[src/hw/rtl/lfsm_pkg.sv]
// ----------------------------------------------------------------------------
// lfsm_pkg
// Types, widths, codes and reset values shared by the fault monitor modules.
// ----------------------------------------------------------------------------
package lfsm_pkg;

  localparam int unsigned EVENT_DEPTH_DEF = 16;
  localparam int unsigned WHEEL_COUNT_DEF = 4;

  localparam int unsigned CMD_W       = 2;
  localparam int unsigned DT_W        = 16;
  localparam int unsigned MASK_W      = 4;
  localparam int unsigned UNC_W       = 16;
  localparam int unsigned RATE_W      = 16;
  localparam int unsigned SQ_W        = 32;
  localparam int unsigned SOC_W       = 10;
  localparam int unsigned MODE_W      = 3;
  localparam int unsigned EIDX_W      = 4;
  localparam int unsigned FAULT_W     = 4;
  localparam int unsigned TIME_W      = 32;
  localparam int unsigned TOTAL_W     = 5;
  localparam int unsigned WHEEL_CNT_W = 4;
  localparam int unsigned CFG_IDX_W   = 3;
  localparam int unsigned CFG_DATA_W  = 32;

  localparam int unsigned IN_TDATA_W  = 104;
  localparam int unsigned IN_PAD_W    = 3;
  localparam int unsigned OUT_TDATA_W = 56;
  localparam int unsigned OUT_PAD_W   = 6;

  // Fault bit positions.
  localparam int unsigned FLT_WHEELS = 0;
  localparam int unsigned FLT_UNCERT = 1;
  localparam int unsigned FLT_RATE   = 2;
  localparam int unsigned FLT_BATT   = 3;

  localparam logic [MODE_W-1:0] MODE_DETUMBLE = 3'd0;
  localparam logic [MODE_W-1:0] MODE_SUN      = 3'd1;

  typedef enum logic [CMD_W-1:0] {
    CMD_EVAL  = 2'd0,
    CMD_CLEAR = 2'd1,
    CMD_READ  = 2'd2
  } cmd_e;

  typedef enum logic [CFG_IDX_W-1:0] {
    REG_ENABLE      = 3'd0,
    REG_MIN_WHEELS  = 3'd1,
    REG_UNC_TRIGGER = 3'd2,
    REG_UNC_SUSTAIN = 3'd3,
    REG_RATE_SQ     = 3'd4,
    REG_LOW_SOC     = 3'd5
  } cfg_reg_e;

  localparam logic                   RST_ENABLE      = 1'b1;
  localparam logic [WHEEL_CNT_W-1:0] RST_MIN_WHEELS  = 4'd3;
  localparam logic [UNC_W-1:0]       RST_UNC_TRIGGER = 16'd500;
  localparam logic [TIME_W-1:0]      RST_UNC_SUSTAIN = 32'd10000;
  localparam logic [SQ_W-1:0]        RST_RATE_SQ     = 32'd67108864;
  localparam logic [SOC_W-1:0]       RST_LOW_SOC     = 10'd200;

  typedef struct packed {
    logic                   monitor_enable;
    logic [WHEEL_CNT_W-1:0] min_healthy_wheels;
    logic [UNC_W-1:0]       uncertainty_trigger;
    logic [TIME_W-1:0]      uncertainty_sustain_ms;
    logic [SQ_W-1:0]        excess_rate_sq;
    logic [SOC_W-1:0]       low_battery_soc;
  } cfg_t;

  typedef struct packed {
    logic [CMD_W-1:0]         cmd;
    logic [DT_W-1:0]          dt_ms;
    logic [MASK_W-1:0]        wheel_health_mask;
    logic [UNC_W-1:0]         attitude_uncertainty;
    logic signed [RATE_W-1:0] rate_x;
    logic signed [RATE_W-1:0] rate_y;
    logic signed [RATE_W-1:0] rate_z;
    logic [SOC_W-1:0]         battery_soc;
    logic [MODE_W-1:0]        commanded_mode;
    logic [EIDX_W-1:0]        event_index;
  } item_t;

  typedef struct packed {
    logic [TIME_W-1:0]  time_ms;
    logic [FAULT_W-1:0] flags;
    logic               entering;
  } log_entry_t;

  typedef struct packed {
    logic [TIME_W-1:0]  timer;
    logic [FAULT_W-1:0] detected;
  } eval_t;

  typedef struct packed {
    logic              step;
    logic              wr_en;
    log_entry_t        wr_entry;
    logic              rd_en;
    logic [EIDX_W-1:0] rd_back;
  } log_req_t;

endpackage

[src/hw/rtl/lfsm_fault_eval.sv]
// ----------------------------------------------------------------------------
// lfsm_fault_eval
// Fault detection for one evaluate tick: wheel count, sustained uncertainty,
// squared body rate and low battery, plus the next elevated-time value.
// ----------------------------------------------------------------------------
module lfsm_fault_eval import lfsm_pkg::*; #(
  parameter int unsigned WHEEL_COUNT = WHEEL_COUNT_DEF
) (
  input  item_t             item_i,
  input  cfg_t              cfg_i,
  input  logic [TIME_W-1:0] timer_i,
  output eval_t             eval_o
);

  logic [WHEEL_CNT_W-1:0] healthy;
  logic [TIME_W:0]        timer_sum;
  logic [TIME_W-1:0]      timer_next;
  logic signed [SQ_W-1:0] sq_x, sq_y, sq_z;
  logic [SQ_W-1:0]        rate_sq;

  // Mask bits at or above the wheel count are ignored.
  always_comb begin
    healthy = '0;
    for (int b = 0; b < MASK_W; b++) begin
      if (b < WHEEL_COUNT) begin
        healthy = healthy + WHEEL_CNT_W'(item_i.wheel_health_mask[b]);
      end
    end
  end

  assign timer_sum = {1'b0, timer_i} + (TIME_W + 1)'(item_i.dt_ms);

  always_comb begin
    if (item_i.attitude_uncertainty > cfg_i.uncertainty_trigger) begin
      timer_next = timer_sum[TIME_W] ? '1 : timer_sum[TIME_W-1:0];
    end else begin
      timer_next = '0;
    end
  end

  // Each square is at most 2^30, so the sum of three fits in 32 bits.
  assign sq_x    = item_i.rate_x * item_i.rate_x;
  assign sq_y    = item_i.rate_y * item_i.rate_y;
  assign sq_z    = item_i.rate_z * item_i.rate_z;
  assign rate_sq = unsigned'(sq_x) + unsigned'(sq_y) + unsigned'(sq_z);

  always_comb begin
    eval_o.timer                = timer_next;
    eval_o.detected             = '0;
    eval_o.detected[FLT_WHEELS] = healthy < cfg_i.min_healthy_wheels;
    eval_o.detected[FLT_UNCERT] = timer_next > cfg_i.uncertainty_sustain_ms;
    eval_o.detected[FLT_RATE]   = rate_sq > cfg_i.excess_rate_sq;
    eval_o.detected[FLT_BATT]   = item_i.battery_soc < cfg_i.low_battery_soc;
  end

endmodule

[src/hw/rtl/lfsm_event_log.sv]
// ----------------------------------------------------------------------------
// lfsm_event_log
// Ring store of fault events with per-entry valid bits, a write pointer and
// a saturating event count. Reads count back from the newest entry.
// ----------------------------------------------------------------------------
module lfsm_event_log import lfsm_pkg::*; #(
  parameter int unsigned EVENT_DEPTH = EVENT_DEPTH_DEF
) (
  input  logic               clk_i,
  input  logic               rst_ni,
  input  log_req_t           req_i,
  output log_entry_t         rd_entry_o,
  output logic [TOTAL_W-1:0] total_o
);

  localparam int unsigned IW = $clog2(EVENT_DEPTH);
  localparam int unsigned CW = $clog2(EVENT_DEPTH + 1);
  localparam int unsigned BACK_N = 1 << EIDX_W;

  log_entry_t           mem [EVENT_DEPTH];
  logic [EVENT_DEPTH-1:0] valid_q;
  logic [IW-1:0]        wp_q, wp_d;
  logic [CW-1:0]        count_q, count_d;
  log_entry_t           rd_data_q;
  logic                 rd_vld_q;
  logic [IW-1:0]        back_tbl [BACK_N];
  logic [IW-1:0]        back;
  logic [IW:0]          slot_sum;
  logic [IW-1:0]        raddr;

  // The event index taken modulo the depth, worked out at elaboration.
  for (genvar g = 0; g < BACK_N; g++) begin : g_back
    assign back_tbl[g] = IW'(g % EVENT_DEPTH);
  end

  assign back = back_tbl[req_i.rd_back];

  // Newest entry sits one below the write pointer; sum stays below 2*depth.
  assign slot_sum = {1'b0, wp_q} + (IW + 1)'(EVENT_DEPTH - 1) - {1'b0, back};
  assign raddr = (slot_sum >= (IW + 1)'(EVENT_DEPTH)) ?
                 IW'(slot_sum - (IW + 1)'(EVENT_DEPTH)) : IW'(slot_sum);

  assign wp_d = !req_i.wr_en ? wp_q :
                (wp_q == IW'(EVENT_DEPTH - 1)) ? '0 : wp_q + 1'b1;
  assign count_d = (req_i.wr_en && count_q != CW'(EVENT_DEPTH)) ?
                   count_q + 1'b1 : count_q;

  always_ff @(posedge clk_i or negedge rst_ni) begin
    if (!rst_ni) begin
      wp_q     <= '0;
      count_q  <= '0;
      valid_q  <= '0;
      rd_vld_q <= 1'b0;
    end else begin
      wp_q    <= wp_d;
      count_q <= count_d;
      if (req_i.wr_en) begin
        valid_q[wp_q] <= 1'b1;
      end
      if (req_i.step) begin
        rd_vld_q <= req_i.rd_en && valid_q[raddr];
      end
    end
  end

  always_ff @(posedge clk_i) begin
    if (req_i.wr_en) begin
      mem[wp_q] <= req_i.wr_entry;
    end
    if (req_i.rd_en) begin
      rd_data_q <= mem[raddr];
    end
  end

  // Entries never written read as zero, as does any non-read item.
  assign rd_entry_o = rd_vld_q ? rd_data_q : '0;
  assign total_o    = TOTAL_W'(count_d);

endmodule

[src/hw/rtl/latched_fault_safe_mode_monitor.sv]
// ----------------------------------------------------------------------------
// latched_fault_safe_mode_monitor
// Latched fault monitor with safe-mode override and a ring event log.
// ----------------------------------------------------------------------------
// Result path: an accepted item waits in the input register, then one
// evaluation pass feeds the result register and the log read.
// Throughput: one item per cycle while the output is not stalled; the single evaluation stage sets the rate.
// Reset: config registers return to defaults, clock, timer and latches clear,
// and the log's valid bits clear at once, so the block is ready immediately.
module latched_fault_safe_mode_monitor import lfsm_pkg::*; #(
  parameter int unsigned EVENT_DEPTH = EVENT_DEPTH_DEF,
  parameter int unsigned WHEEL_COUNT = WHEEL_COUNT_DEF
) (
  input  logic                   clk_i,
  input  logic                   rst_ni,
  input  logic                   cfg_valid_i,
  output logic                   cfg_ready_o,
  input  logic [CFG_IDX_W-1:0]   cfg_index_i,
  input  logic [CFG_DATA_W-1:0]  cfg_data_i,
  input  logic                   s_axis_tvalid,
  output logic                   s_axis_tready,
  // dt_ms, wheel_health_mask, attitude_uncertainty, rate_x, rate_y, rate_z,
  // battery_soc, commanded_mode, event_index, zero pad
  input  logic [IN_TDATA_W-1:0]  s_axis_tdata,
  // cmd
  input  logic [CMD_W-1:0]       s_axis_tuser,
  output logic                   m_axis_tvalid,
  input  logic                   m_axis_tready,
  // pointing_mode, hold flag, active_faults, event_time_ms, event_flags,
  // event_entering, event_total, zero pad
  output logic [OUT_TDATA_W-1:0] m_axis_tdata
);

  cfg_t               cfg_q;
  logic               in_vld_q;
  item_t              item_q, item_in;
  logic               out_vld_q;
  logic               advance, fire;
  eval_t              eval;
  logic [TIME_W-1:0]  mission_q, mission_d;
  logic [TIME_W-1:0]  timer_q, timer_d;
  logic [FAULT_W-1:0] latched_q, latched_d;
  logic [FAULT_W-1:0] fresh;
  logic               hold_d, hold_q;
  logic [MODE_W-1:0]  mode_d, mode_q;
  logic [FAULT_W-1:0] faults_q;
  logic [TOTAL_W-1:0] total, total_q;
  log_req_t           log_req;
  log_entry_t         rd_entry;

  // Configuration.
  assign cfg_ready_o = 1'b1;

  always_ff @(posedge clk_i or negedge rst_ni) begin
    if (!rst_ni) begin
      cfg_q.monitor_enable         <= RST_ENABLE;
      cfg_q.min_healthy_wheels     <= RST_MIN_WHEELS;
      cfg_q.uncertainty_trigger    <= RST_UNC_TRIGGER;
      cfg_q.uncertainty_sustain_ms <= RST_UNC_SUSTAIN;
      cfg_q.excess_rate_sq         <= RST_RATE_SQ;
      cfg_q.low_battery_soc        <= RST_LOW_SOC;
    end else if (cfg_valid_i) begin
      unique case (cfg_reg_e'(cfg_index_i))
        REG_ENABLE:      cfg_q.monitor_enable         <= cfg_data_i[0];
        REG_MIN_WHEELS:  cfg_q.min_healthy_wheels     <= cfg_data_i[WHEEL_CNT_W-1:0];
        REG_UNC_TRIGGER: cfg_q.uncertainty_trigger    <= cfg_data_i[UNC_W-1:0];
        REG_UNC_SUSTAIN: cfg_q.uncertainty_sustain_ms <= cfg_data_i[TIME_W-1:0];
        REG_RATE_SQ:     cfg_q.excess_rate_sq         <= cfg_data_i[SQ_W-1:0];
        REG_LOW_SOC:     cfg_q.low_battery_soc        <= cfg_data_i[SOC_W-1:0];
        default: begin
        end
      endcase
    end
  end

  // Input register. It refills in the same cycle that its item moves on.
  assign advance       = !out_vld_q || m_axis_tready;
  assign fire          = in_vld_q && advance;
  assign s_axis_tready = !in_vld_q || advance;

  always_comb begin
    item_in.cmd                  = s_axis_tuser;
    item_in.dt_ms                = s_axis_tdata[15:0];
    item_in.wheel_health_mask    = s_axis_tdata[19:16];
    item_in.attitude_uncertainty = s_axis_tdata[35:20];
    item_in.rate_x               = s_axis_tdata[51:36];
    item_in.rate_y               = s_axis_tdata[67:52];
    item_in.rate_z               = s_axis_tdata[83:68];
    item_in.battery_soc          = s_axis_tdata[93:84];
    item_in.commanded_mode       = s_axis_tdata[96:94];
    item_in.event_index          = s_axis_tdata[100:97];
  end

  always_ff @(posedge clk_i or negedge rst_ni) begin
    if (!rst_ni) begin
      in_vld_q <= 1'b0;
    end else if (s_axis_tvalid && s_axis_tready) begin
      in_vld_q <= 1'b1;
    end else if (fire) begin
      in_vld_q <= 1'b0;
    end
  end

  always_ff @(posedge clk_i) begin
    if (s_axis_tvalid && s_axis_tready) begin
      item_q <= item_in;
    end
  end

  lfsm_fault_eval #(
    .WHEEL_COUNT(WHEEL_COUNT)
  ) u_eval (
    .item_i (item_q),
    .cfg_i  (cfg_q),
    .timer_i(timer_q),
    .eval_o (eval)
  );

  assign fresh = eval.detected & ~latched_q;

  always_comb begin
    mission_d       = mission_q;
    timer_d         = timer_q;
    latched_d       = latched_q;
    log_req         = '0;
    log_req.step    = fire;
    log_req.rd_back = item_q.event_index;
    if (fire) begin
      unique case (cmd_e'(item_q.cmd))
        CMD_EVAL: begin
          mission_d = mission_q + TIME_W'(item_q.dt_ms);
          timer_d   = eval.timer;
          latched_d = latched_q | eval.detected;
          // Only faults that were not already latched open a new event.
          if (fresh != '0) begin
            log_req.wr_en             = 1'b1;
            log_req.wr_entry.time_ms  = mission_d;
            log_req.wr_entry.flags    = fresh;
            log_req.wr_entry.entering = 1'b1;
          end
        end
        CMD_CLEAR: begin
          if (latched_q != '0) begin
            log_req.wr_en             = 1'b1;
            log_req.wr_entry.time_ms  = mission_q;
            log_req.wr_entry.flags    = latched_q;
            log_req.wr_entry.entering = 1'b0;
          end
          latched_d = '0;
          timer_d   = '0;
        end
        CMD_READ: begin
          log_req.rd_en = 1'b1;
        end
        default: begin
        end
      endcase
    end
  end

  always_comb begin
    hold_d = cfg_q.monitor_enable && (latched_d != '0);
    if (hold_d) begin
      mode_d = latched_d[FLT_RATE] ? MODE_DETUMBLE : MODE_SUN;
    end else begin
      mode_d = item_q.commanded_mode;
    end
  end

  lfsm_event_log #(
    .EVENT_DEPTH(EVENT_DEPTH)
  ) u_log (
    .clk_i     (clk_i),
    .rst_ni    (rst_ni),
    .req_i     (log_req),
    .rd_entry_o(rd_entry),
    .total_o   (total)
  );

  always_ff @(posedge clk_i or negedge rst_ni) begin
    if (!rst_ni) begin
      mission_q <= '0;
      timer_q   <= '0;
      latched_q <= '0;
      out_vld_q <= 1'b0;
    end else begin
      mission_q <= mission_d;
      timer_q   <= timer_d;
      latched_q <= latched_d;
      if (fire) begin
        out_vld_q <= 1'b1;
      end else if (m_axis_tready) begin
        out_vld_q <= 1'b0;
      end
    end
  end

  always_ff @(posedge clk_i) begin
    if (fire) begin
      mode_q   <= mode_d;
      hold_q   <= hold_d;
      faults_q <= latched_d;
      total_q  <= total;
    end
  end

  assign m_axis_tvalid = out_vld_q;
  assign m_axis_tdata  = {OUT_PAD_W'(0), total_q, rd_entry.entering, rd_entry.flags,
                          rd_entry.time_ms, faults_q, hold_q, mode_q};

endmodule
[config.mk]
export PLATFORM = sky130hd
export DESIGN_NAME = latched_fault_safe_mode_monitor
export DESIGN_NICKNAME = d
export VERILOG_FILES = /design/src/hw/rtl/lfsm_pkg.sv /design/src/hw/rtl/lfsm_fault_eval.sv /design/src/hw/rtl/lfsm_event_log.sv /design/src/hw/rtl/latched_fault_safe_mode_monitor.sv
export SDC_FILE = /design/constraint.sdc
export NUM_CORES = 2
export LEC_CHECK = 0
export ABC_AREA = 0
export ABC_CLOCK_PERIOD_IN_PS = 17100
export BUFFER_PORTS_ARGS = -buffer_cell sky130_fd_sc_hd__buf_4
export CORE_ASPECT_RATIO = 1.2
export CORE_MARGIN = 8
export CORE_UTILIZATION = 60
export CTS_CLUSTER_DIAMETER = 50
export DETAILED_ROUTE_END_ITERATION = 10
export PLACE_DENSITY = 0.73
export SLEW_MARGIN = 10
export SYNTH_ARGS = -nofsm -noshare
export SYNTH_HDL_FRONTEND = slang
export SYNTH_SLANG_ARGS = --single-unit
[constraint.sdc]
create_clock -name clk_i -period 17.1 [get_ports clk_i]
set_input_delay 2.565 -clock clk_i [delete_from_list [all_inputs] [get_ports clk_i]]
set_output_delay 2.565 -clock clk_i [all_outputs]
set_load 0.01 [all_outputs]
==> summary.md <==
| Metric | Value |
|---|---|
| Effective utilization at floorplan | between 60% and 70% |
| Number of search-and-repair iterations in the first detailed-routing pass | 8 |
| Type of origin of the critical path | flip-flop |
| Minimum clock period | roughly 13 ns |
| Outcome | completed |
| Synthesized flop and latch total | around 940 |
| Y dimension of the die | 383 µm |
| Setup CP Type | reg2reg |
| Die extent in x | between 300 and 400 µm |
| Data required time at the worst endpoint | between 15 and 20 ns |
| Number of design-rule violations left by the first detailed-router iteration | roughly 3,000 |
| Seq/Total Area, Yosys | around 40% |
| Slew margin rel. | around 18% |
| Number of max-slew violations in the final report | 0 |
| CP dominant cell by count | fa_1 |
| Unrepaired setup endpoints after global routing | false |
| Total instance count after detailed placement | roughly 7,000 |
| Max stage delay cell, worst path | edfxtp_1 |
| Number of antenna violations at the first check in global routing | 3 |
| Fraction of final layout cells with drive strength greater than 1 | about an eighth |
| Buffer count from post-CTS setup fixing | 0 |
| Number of resized instances in the post-cts repair step | 0 |
| CP peak stage delay | a little over 1 ns |
| HPWL after detailed placement | between 100,000 and 150,000 µm |
| Post-synthesis to final-layout area growth | 9.75% |
| Worst slack on hold paths | about 0.46 ns |
| EDFF count, synth | between 700 and 800 |
| Post-synthesis average cell area | between 10 and 15 µm² |
| I/O Pins | 205 |
| Final GP Congestion | 0.905 |
| Top-area cell type share of the netlist area | 33.3% |
| Transition time of the tightest slew-check pin | approximately 1.2 ns |
| Fraction of registers with async set or reset after synthesis | about a fifth |
| Final sum of negative setup slack | 0 ns |
| Total Die Area | 123,000 µm² |
| Number of CTS-inserted buffers | 100 |
| Number of different library cells in the post-synthesis netlist | between 80 and 90 |
| Overall track demand over capacity in global routing | between 20% and 30% |
| Later-pin clock latency in the skew report | 0.74 ns |
| Flip-flop cell with the highest count after synthesis | edfxtp_1 |
| Setup clock skew after layout | 0.0403 ns |
| Final Hold Violating Endpoints | 0 |
| Highest achievable clock rate | 77.7 MHz |
| Worst-path clk slew | about 0.06 ns |
| Synth area leader | edfxtp_1 |
| Buffer depth of the longest clock path | 3 |
| Overall overflow remaining after global route | 0 |
| Final std cells w/o fill | 7,170 |
| Count of warnings emitted by yosys | 0 |
| Main area contributors after synthesis | edfxtp_1, fa_1, dfrtp_1, ha_1, inv_1 |
| Clock tree from TritonCTS | yes |
| Number of buffers added on ports | 194 |
| Synthesized netlist cell count | between 5,000 and 6,000 |
| Vias per cell | ~5.7 |
| Largest fanout of any net on the critical path | 37 |
| Final worst-path cycle share | approximately three quarters |
| Final-report setup violation count | 0 |
| Crit path capture type | flip-flop |
| Most frequent cells after synthesis | inv_1, fa_1, edfxtp_1 |
| Clk sink count | between 900 and 1,000 |
| Post-route antenna net violation count | 0 |
| Hold buffer count at cts | 0 |
| Global-route wire length before repair | between 200,000 and 300,000 µm |
| Hold WC Path Type | reg2reg |
| Number of levels the H-tree was split into | 3 |
| CTS Root Buffer Type | clkbuf_16 |
| Count of standard-cell rows | roughly 130 |
| Via count of the first global-routing pass | ~45,000 |
| Max-cap violation count | 0 |
| Combined area of all synthesized cells | just under 70,000 µm² |
| Detailed Route WL | 162,000 µm |
| Arr. time, crit path | approximately 13 ns |
| Number of nets in the layout | just under 7,000 |
| Routed WL per cell | about 23 µm |
| Most frequently used cell type in the post-synthesis netlist | inv_1 |
| DR DRC count | 0 |
| Detailed-route via count | between 40,000 and 50,000 |
| Floorplan core area | between 100,000 and 150,000 µm² |
| Maximum number of pins on one net before global-route repair | 84 |
==> flip-flops by register name, summed over array words and instances (netlist names), 3 cells and up <==
name / cells
u_log.wp_q: 4
u_log.count_q: 5
cfg_q: 95
u_log.valid_q: 16
faults_q: 4
timer_q: 32
mission_q: 32
total_q: 5
latched_q: 4
item_q: 103
u_log.rd_data_q: 37
u_log.mem: 592
mode_q: 3
==> per-layer routing <==
layer / GRT usage (%) / wire length, µm
met5: 0 / 0
met2: 48.9 / 87000
met1: 31.0 / 57400
met4: 14.3 / 9580
met3: 3.32 / 8390
==> final timing paths <==
kind,to,cells past startpoint,startpoint,slack (ns)
worst max-delay path,u_log.mem[14][12],35,item_q[18],4.22
worst min-delay path,u_log.valid_q[4],1,u_log.valid_q[4],0.46
worst max register to register,u_log.mem[14][12],35,item_q[18],4.22
worst min register to register,u_log.valid_q[4],1,u_log.valid_q[4],0.46
max in group asynchronous,u_log.wp_q[0],2,rst_ni,13.85
min in group asynchronous,cfg_q[43],1,rst_ni,1.87
==> critical path, delay by kind of cell, from the launching register on <==
family          cells  cell delay [ns]
simple gates        8             1.97
xor+xnor            1             0.14
flops               1             1.02
buf+inv             7             1.29
fa+ha+maj          11             5.33
compound gates      8             2.67
==> area by class of cell <==
type | instances | area [µm²]
clock inverters | 63 | 678
well taps | 1496 | 1870
clock buffers | 127 | 2700
multi-input cells | 3162 | 35200
repair buffers | 258 | 1940
inverters | 1126 | 4230
diodes | 2 | 5.00
flip-flops and latches | 936 | 27200
fillers | 8219 | 37400
==> cell families after synthesis <==
family | synth area share [%]
xor+xnor | 1.77
other cells | 0.0112
fa+ha+maj | 30.8
flops | 40.4
buf+inv | 7.45
mux | 6.04
compound gates | 5.62
simple gates | 7.86
==> placed cells by master (no fill, tap or decap), drive strengths merged, types with 128 or more instances in the layout <==
cell and n:
nand2 443, fa 820, mux4 152, clkbuf 128
inv 1140, edfxtp 745, ha 344, buf 257
o21ai 134, nor2 152, and2 260, dfrtp 173
==> per-stage QoR <==
stage | worst slack [ns] | cell area (µm²) | util [%]
finish | 4.22 | 73800 | 66.4
detailed placement | 4.34 | 70400 | 63.3
CTS | 4.29 | 73800 | 66.4
floorplan | 4.73 | 67200 | -
global route | 3.67 | 73800 | 66.4
global placement | 4.53 | 70400 | 63.3
Power is not shown: default switching activity piles up to over one toggle a cycle in this logic, so the estimate is an artifact.
